--- src/hw/rtl/ffpa_pkg.sv ---
// Package for the first-fit page allocator.
// Holds sizes, request and status codes, the request, response and
// extent types used across the modules, and a saturating 16-bit add.
`default_nettype none
package ffpa_pkg;

  localparam int MAX_EXTENTS = 64;
  localparam int NUM_PAGES   = 32768;
  localparam int ADDR_W      = $clog2(MAX_EXTENTS);
  localparam int USED_W      = $clog2(MAX_EXTENTS + 1);

  localparam logic [1:0] REQ_ALLOC = 2'd0;
  localparam logic [1:0] REQ_FREE  = 2'd1;
  localparam logic [1:0] REQ_ADD   = 2'd2;

  localparam logic [1:0] ST_OK     = 2'd0;
  localparam logic [1:0] ST_NO_FIT = 2'd1;
  localparam logic [1:0] ST_ZERO   = 2'd2;
  localparam logic [1:0] ST_FULL   = 2'd3;

  typedef struct packed {
    logic [1:0]  req_type;
    logic [14:0] page_index;
    logic [15:0] page_count;
  } req_t;

  typedef struct packed {
    logic [1:0]  status;
    logic [14:0] alloc_index;
    logic [15:0] free_count;
    logic [15:0] managed_pages;
  } rsp_t;

  typedef struct packed {
    logic [14:0] start;
    logic [15:0] length;
  } extent_t;

  function automatic logic [15:0] sat_add(input logic [15:0] a, input logic [15:0] b);
    logic [16:0] sum;
    sum = {1'b0, a} + {1'b0, b};
    sat_add = sum[16] ? 16'hFFFF : sum[15:0];
  endfunction

endpackage
`default_nettype wire

--- src/hw/rtl/ffpa_extent_ram.sv ---
// Extent table storage: one write port, one read port, registered read.
// Depends on ffpa_pkg for the extent type and depth.
`default_nettype none
module ffpa_extent_ram (
  input  wire logic                      clk,
  input  wire logic                      we,
  input  wire logic [ffpa_pkg::ADDR_W-1:0] waddr,
  input  wire ffpa_pkg::extent_t         wdata,
  input  wire logic [ffpa_pkg::ADDR_W-1:0] raddr,
  output ffpa_pkg::extent_t              rdata
);
  import ffpa_pkg::*;

  extent_t mem [MAX_EXTENTS];

  always_ff @(posedge clk) begin
    if (we) begin
      mem[waddr] <= wdata;
    end
    rdata <= mem[raddr];
  end

endmodule
`default_nettype wire

--- src/hw/rtl/ffpa_core.sv ---
// Sequencer of the allocator: walks the extent table one entry at a time.
// Depends on ffpa_pkg and ffpa_extent_ram.
`default_nettype none
module ffpa_core (
  input  wire logic           clk,
  input  wire logic           rst,
  input  wire logic           start,
  input  wire ffpa_pkg::req_t req,
  output logic                busy,
  output logic                done,
  input  wire logic           take,
  output ffpa_pkg::rsp_t      result
);
  import ffpa_pkg::*;

  localparam logic [3:0] S_IDLE = 4'd0;
  localparam logic [3:0] S_ARD  = 4'd1;
  localparam logic [3:0] S_AEV  = 4'd2;
  localparam logic [3:0] S_SHR  = 4'd3;
  localparam logic [3:0] S_SHW  = 4'd4;
  localparam logic [3:0] S_FRD  = 4'd5;
  localparam logic [3:0] S_FEV  = 4'd6;
  localparam logic [3:0] S_PRD  = 4'd7;
  localparam logic [3:0] S_PEV  = 4'd8;
  localparam logic [3:0] S_URD  = 4'd9;
  localparam logic [3:0] S_UWR  = 4'd10;
  localparam logic [3:0] S_FINS = 4'd11;
  localparam logic [3:0] S_DONE = 4'd12;

  logic [3:0]        state;
  logic [1:0]        op;
  logic [15:0]       cnt;
  logic [14:0]       s;
  logic [16:0]       len;
  logic [USED_W-1:0] i, k, pos, used;
  logic [15:0]       free_total, managed_total;
  logic [1:0]        status;
  logic [14:0]       where;

  logic                we;
  logic [ADDR_W-1:0]   waddr, raddr;
  extent_t             wdata, rdata;

  ffpa_extent_ram u_ram (
    .clk(clk), .we(we), .waddr(waddr), .wdata(wdata), .raddr(raddr), .rdata(rdata)
  );

  logic [16:0] lim, ccnt;
  logic [USED_W-1:0] i_inc;
  logic [17:0] s_end;
  logic [16:0] e_end;

  assign i_inc = i + USED_W'(1);
  assign lim   = 17'(NUM_PAGES) - {2'b0, req.page_index};
  assign s_end = {3'b0, s} + {1'b0, len};
  assign e_end = {2'b0, rdata.start} + {1'b0, rdata.length};

  always_comb begin
    if ({2'b0, req.page_index} >= 17'(NUM_PAGES)) begin
      ccnt = '0;
    end else if ({1'b0, req.page_count} > lim) begin
      ccnt = lim;
    end else begin
      ccnt = {1'b0, req.page_count};
    end
  end

  // Memory port control.
  always_comb begin
    we    = 1'b0;
    waddr = i[ADDR_W-1:0];
    wdata = rdata;
    raddr = i[ADDR_W-1:0];
    case (state)
      S_IDLE: begin
        we    = start && req.req_type == REQ_ADD && ccnt != '0 && used < USED_W'(MAX_EXTENTS);
        waddr = used[ADDR_W-1:0];
        wdata = '{start: req.page_index, length: ccnt[15:0]};
      end
      S_AEV: begin
        we    = rdata.length > cnt;
        wdata = '{start: rdata.start + cnt[14:0], length: rdata.length - cnt};
      end
      S_SHR: raddr = i_inc[ADDR_W-1:0];
      S_SHW: we = 1'b1;
      S_FEV: begin
        we    = !(s_end == {3'b0, rdata.start}) && !(e_end == {2'b0, s});
        waddr = k[ADDR_W-1:0];
      end
      S_URD: raddr = ADDR_W'(i - USED_W'(1));
      S_UWR: we = 1'b1;
      S_FINS: begin
        we    = 1'b1;
        waddr = pos[ADDR_W-1:0];
        wdata = '{start: s, length: len[15:0]};
      end
      default: ;
    endcase
  end

  always_ff @(posedge clk) begin
    if (rst) begin
      state         <= S_IDLE;
      used          <= '0;
      free_total    <= '0;
      managed_total <= '0;
    end else begin
      case (state)
        S_IDLE: if (start) begin
          op     <= req.req_type;
          i      <= '0;
          k      <= '0;
          status <= ST_OK;
          state  <= S_DONE;
          case (req.req_type)
            REQ_ALLOC: begin
              cnt <= req.page_count;
              if (req.page_count == '0) status <= ST_ZERO;
              else if (req.page_count > free_total) status <= ST_NO_FIT;
              else state <= S_ARD;
            end
            REQ_FREE: begin
              cnt <= ccnt[15:0];
              s   <= req.page_index;
              len <= ccnt;
              if (ccnt == '0) status <= ST_ZERO;
              else state <= S_FRD;
            end
            REQ_ADD: begin
              if (ccnt == '0) status <= ST_ZERO;
              else if (used >= USED_W'(MAX_EXTENTS)) status <= ST_FULL;
              else begin
                used          <= used + USED_W'(1);
                free_total    <= sat_add(free_total, ccnt[15:0]);
                managed_total <= sat_add(managed_total, ccnt[15:0]);
              end
            end
            default: ;
          endcase
        end
        S_ARD: begin
          if (i >= used) begin
            status <= ST_NO_FIT;
            state  <= S_DONE;
          end else begin
            state <= S_AEV;
          end
        end
        S_AEV: begin
          if (rdata.length >= cnt) begin
            where      <= rdata.start;
            free_total <= free_total - cnt;
            state      <= (rdata.length > cnt) ? S_DONE : S_SHR;
          end else begin
            i     <= i_inc;
            state <= S_ARD;
          end
        end
        S_SHR: begin
          if (i_inc >= used) begin
            used  <= used - USED_W'(1);
            state <= S_DONE;
          end else begin
            state <= S_SHW;
          end
        end
        S_SHW: begin
          i     <= i_inc;
          state <= S_SHR;
        end
        // Merge pass: fold touching extents, compact the rest to the front.
        S_FRD: begin
          if (i >= used) begin
            if (k >= USED_W'(MAX_EXTENTS)) begin
              status <= ST_FULL;
              state  <= S_DONE;
            end else begin
              i     <= '0;
              state <= S_PRD;
            end
          end else begin
            state <= S_FEV;
          end
        end
        S_FEV: begin
          if (s_end == {3'b0, rdata.start}) begin
            len <= len + {1'b0, rdata.length};
          end else if (e_end == {2'b0, s}) begin
            s   <= rdata.start;
            len <= len + {1'b0, rdata.length};
          end else begin
            k <= k + USED_W'(1);
          end
          i     <= i_inc;
          state <= S_FRD;
        end
        // Find the insertion point in address order.
        S_PRD: begin
          if (i >= k) begin
            pos   <= k;
            i     <= k;
            state <= S_URD;
          end else begin
            state <= S_PEV;
          end
        end
        S_PEV: begin
          if (s_end <= {3'b0, rdata.start}) begin
            pos   <= i;
            i     <= k;
            state <= S_URD;
          end else begin
            i     <= i_inc;
            state <= S_PRD;
          end
        end
        // Open a slot: move entries pos..k-1 up by one, top first.
        S_URD: state <= (i == pos) ? S_FINS : S_UWR;
        S_UWR: begin
          i     <= i - USED_W'(1);
          state <= S_URD;
        end
        S_FINS: begin
          used       <= k + USED_W'(1);
          free_total <= sat_add(free_total, cnt);
          state      <= S_DONE;
        end
        S_DONE: if (take) state <= S_IDLE;
        default: state <= S_IDLE;
      endcase
    end
  end

  assign busy = state != S_IDLE;
  assign done = state == S_DONE;

  always_comb begin
    result.status        = status;
    result.alloc_index   = (status == ST_OK && op == REQ_ALLOC) ? where : '0;
    result.free_count    = free_total;
    result.managed_pages = managed_total;
  end

endmodule
`default_nettype wire

--- src/hw/rtl/first_fit_page_allocator.sv ---
// First-fit page allocator with coalescing free-extent table.
// Top level: request/response handshakes and the result register; uses ffpa_core.
`default_nettype none
// A user of this block sends one request at a time: allocate (first extent
// in table order long enough), free (merge with touching extents and insert
// in address order) or add a region (append to the table). Each request
// returns one response with a status and the current free and managed page
// totals. The table holds 64 extents in a RAM with one read and one write
// port that is walked one entry at a time, since every entry is a
// registered read followed by a compare. Add requests and requests refused
// up front (zero count, too few free pages) finish without walking the
// table; an allocate scans it and shifts entries down on an exact fit, and
// a free runs a merge pass, a position search and a shift-up over the
// extents in use. req_stall is high while a request is in progress. The
// response register lets the core work on one request while the previous
// response waits to be taken.
module first_fit_page_allocator (
  input  wire logic           clk,
  input  wire logic           rst,
  input  wire logic           req_valid,
  output logic                req_stall,
  input  wire ffpa_pkg::req_t req,
  output logic                rsp_valid,
  input  wire logic           rsp_stall,
  output ffpa_pkg::rsp_t      rsp
);
  import ffpa_pkg::*;

  logic busy, done, take;
  rsp_t result;

  // Take the finished result when the output register is empty or draining.
  assign take      = !rsp_valid || !rsp_stall;
  assign req_stall = busy;

  ffpa_core u_core (
    .clk(clk), .rst(rst),
    .start(req_valid && !busy), .req(req),
    .busy(busy), .done(done), .take(take), .result(result)
  );

  always_ff @(posedge clk) begin
    if (rst) begin
      rsp_valid <= 1'b0;
    end else if (take) begin
      rsp_valid <= done;
    end
  end

  // Hold the payload while stalled; load a finished result when the register is empty or draining.
  always_ff @(posedge clk) begin
    if (take && done) begin
      rsp <= result;
    end
  end

endmodule
`default_nettype wire
--- config.mk ---
export PLATFORM = sky130hd
export DESIGN_NAME = first_fit_page_allocator
export DESIGN_NICKNAME = d
export VERILOG_FILES = /design/src/hw/rtl/ffpa_pkg.sv /design/src/hw/rtl/ffpa_extent_ram.sv /design/src/hw/rtl/ffpa_core.sv /design/src/hw/rtl/first_fit_page_allocator.sv
export SDC_FILE = /design/constraint.sdc
export NUM_CORES = 2
export LEC_CHECK = 0
export BUFFER_PORTS_ARGS = -buffer_cell sky130_fd_sc_hd__buf_4
export CORE_UTILIZATION = 35
export DETAILED_ROUTE_END_ITERATION = 6
export PLACE_DENSITY = 0.56
export SLEW_MARGIN = 0
export SYNTH_ARGS = -nofsm -noshare
export SYNTH_HDL_FRONTEND = slang
export SYNTH_HIERARCHICAL = 1
export SYNTH_SLANG_ARGS = --single-unit
--- constraint.sdc ---
create_clock -name clk -period 13.6 [get_ports clk]
set_input_delay 2.04 -clock clk [delete_from_list [all_inputs] [get_ports clk]]
set_output_delay 2.04 -clock clk [all_outputs]
set_load 0.05 [all_outputs]
==> metrics.cfg <==
[run_status]
outcome = completed

[sta]
setup_viol = 0
fin_crit_sh = 0.6878
slew_violations = 0
fmax_mhz = 106.9
finalHoldViolCount = 0
tns_ns = 0
rsz0062_at_grt = no
fin_crit_ns = 9.354
max_slew_margin = 0.06775
skew_ns = 0.06712
tightest_slew_ns = 1.398

[setup_path]
path_delay_family = simple AND/OR/NAND/NOR gates
cp_max_fo = 31
crit_required_ns = 14.04
worstReg2RegEnd = u_core/u_ram/mem[25][2]
reg2regPathDepth = 23
crit_chain = buf_4, nor4_1, nand3b_1, nor3_1, xor2_1, ha_1, a21o_1, a21oi_1, o221ai_1, a2111o_1, nand3_2, o21ai_1, o211ai_1, nand2_1, nor4b_2, nor2_1, o32a_1, nor2_1, a211o_1, buf_4, nand3_1, nor2_4
critPathKind = input port to flop
cp_num_buf_inv = 2
reg2reg_slack_ns = 6.16
slowest_delay_ns = 1.22
startpoint_type = input port
cp-end-kind = flop
cp-startpoint = req[25]
rr_startpoint = u_core/s[0]
arrival_ns = 9.79
cpMaxStageDelayCell = nor2_4

[floorplan]
die_y_um = 519.4
io_pins = 88
core_um2 = 265800
num_rows = 189
die_x_um = 519.4
start_util = 0.3525
dieArea_um2 = 269800

[worst_hold_path]
min_path_type = flop to flop
hp-start = u_core/managed_total[7]
min_path_cells = 0
worst_hold_path.endpoint = rsp[7]

[grt]
met2_usage = 0.2986
use_met1 = 0.2832
grt_use_met3 = 0.03163
grt_pass1_wl_um = 376700
grt_max_degree = 114
grt_remaining_overflow = 0
grt_use_total = 0.1942
antenna_found_initial = 11
grt_pass1_vias = 50240
busiest_layer = met2

[logic_synthesis]
syn-cell-area_um2 = 93700
synth-main-ff-cell = edfxtp_1
syn_avg_cell_area_um2 = 17.27
synth_top_cell_by_area = edfxtp_1
synth_edf_count = 2121
synth_top_area_frac = 0.6797
synth_area_leaders = edfxtp_1, mux4_2, ha_1, mux2i_1, dfxtp_1
async_reset_ff_frac = 0
syn_inst = 5426
synth.distinct_cells = 101
ys_seq_elements = 2196
yosysWarningCount = 6
synth-seq-area-share = 0.6957
syn_nets = 5680

[clock_tree]
clkTransAtPathRegs_ns = 0.06
cts-root-buf = clkbuf_16
insertion_delay_ns = 0.88
cts_resized = 0
cts_buffers = 222
cts_setup_buffers = 0
cts_buffer_depth = 3
cts_max_level = 4
cts_tree = done
cts-hold-fix-buffers = 0
clock_sinks = 2196

[place]
post-place-cells = 8875
post_dp_cell_area_um2 = 99090
gp_congestion = 0.8971
place_hpwl_um = 165100
numPortBuffers = 87

[layout]
layout-drive-gt1-share = 0.1873
finalInstanceArea_um2 = 106200
finalNetCount = 5820
area_growth_pct = 13.34
fin_util = 0.3996
stdcell_count = 9291

[power_and_ir_drop]
power.density_nw_per_um2 = 265.5
vdd_drop_max_mv = 0.3425
power.leakage_nw = 34.43

[route]
via_per_inst = 5.600
drtIter0Drc = 6434
wl_um = 266100
ant_nets = 0
route.detailed.drc = 0
wl_per_cell_um = 28.64
drt-pass1-iter-count = 7
dr_total_vias = 52030

[flow_run]
maxCapViolCount = 0

Yosys cell counts (69+ instances only):
library cell,n
edfxtp_1,2121
xnor2_1,99
ha_1,207
nand3_1,69
dfxtp_1,75
clkbuf_1,125
mux4_2,417
mux2i_1,226
o22ai_1,82
a21oi_1,139
nor2_1,285
o21ai_0,180
nand2_1,185
inv_1,159
a22oi_1,113
worst max-delay path by stage:
| stage | to | slack (ns) | depth (start not counted) |
|---|---|---|---|
| 6_report | u_core/u_ram/mem[25][2] | 4.25 | 22 |
| 5_1_grt | u_core/u_ram/mem[25][16] | 4.04 | 22 |
| 4_1_cts | u_core/u_ram/mem[25][24] | 4.47 | 23 |
| 3_5_place_dp | u_core/u_ram/mem[17][16] | 3.58 | 23 |
| 3_3_place_gp | u_core/u_ram/mem[17][24] | 3.58 | 22 |
| 2_1_floorplan | u_core/u_ram/mem[0][1] | 4.95 | 14 |
cell type report:
class	instances	area (um^2)
Antenna cell	4	10.01
Clock buffer	276	5852
Clock inverter	136	1250
Fill cell	23920	159600
Inverter	162	608.1
Multi-Input combinational cell	2798	27390
Sequential cell	2196	65190
Tap cell	3533	4420
Timing Repair Buffer	186	1484
sequential cells by signal, indices dropped and copies added, names as in the netlist:
register,flops
u_core/u_ram/rdata,31
u_core/free_total,16
u_core/state,4
rsp_valid,1
rsp,49
u_core/u_ram/mem,1984
u_core/pos,7
u_core/s,15
u_core/used,7
u_core/where,15
u_core/op,2
u_core/status,2
u_core/cnt,16
u_core/k,7
u_core/i,7
u_core/managed_total,16
u_core/len,17
power breakdown:
group / switching, mW / internal (mW)
registers: 0.365 / 10.3
clock network: 2.62 / 3.32
logic: 8.43 / 3.15
cells in the final DEF (no fill, tap or decap), types with 132 or more instances in the layout:
master	synthesis	routed
nand2_1	185	184
mux4_2	417	417
nor2_1	285	220
mux2i_1	226	226
o21ai_0	180	165
clkbuf_16	0	225
a21oi_1	139	132
inv_1	159	159
buf_4	49	179
ha_1	207	207
edfxtp_1	2121	2121
per-layer routing:
metal  vias up  wire [um]
li1      22250          -
met1     27220     116200
met2      2199     121400
met3       359      20670
met4         0       7842
met5         -          0
stage by stage:
stage | worst slack (ns) | power, mW | hold WS, ns
floorplan | 4.946 | 17.13 | 0.4064
global placement | 3.581 | 22.20 | 0.4682
detailed placement | 3.583 | 22.41 | 0.4570
CTS | 4.473 | 28.34 | 0.4782
global route | 4.043 | 29.17 | 0.4942
finish | 4.246 | 28.20 | 0.4843
cells by family (layout without fill, tap and decap cells):
group | Yosys count | in the layout | share of synthesized area
other cells | 0 | 4 | 0
compound gates | 931 | 931 | 0.06826
xor+xnor | 129 | 129 | 0.01206
buf+inv | 432 | 760 | 0.02138
flops | 2196 | 2196 | 0.6957
mux | 653 | 653 | 0.1272
fa+ha+maj | 223 | 223 | 0.03042
simple gates | 862 | 862 | 0.04500
(Power assumes the default switching activity.)
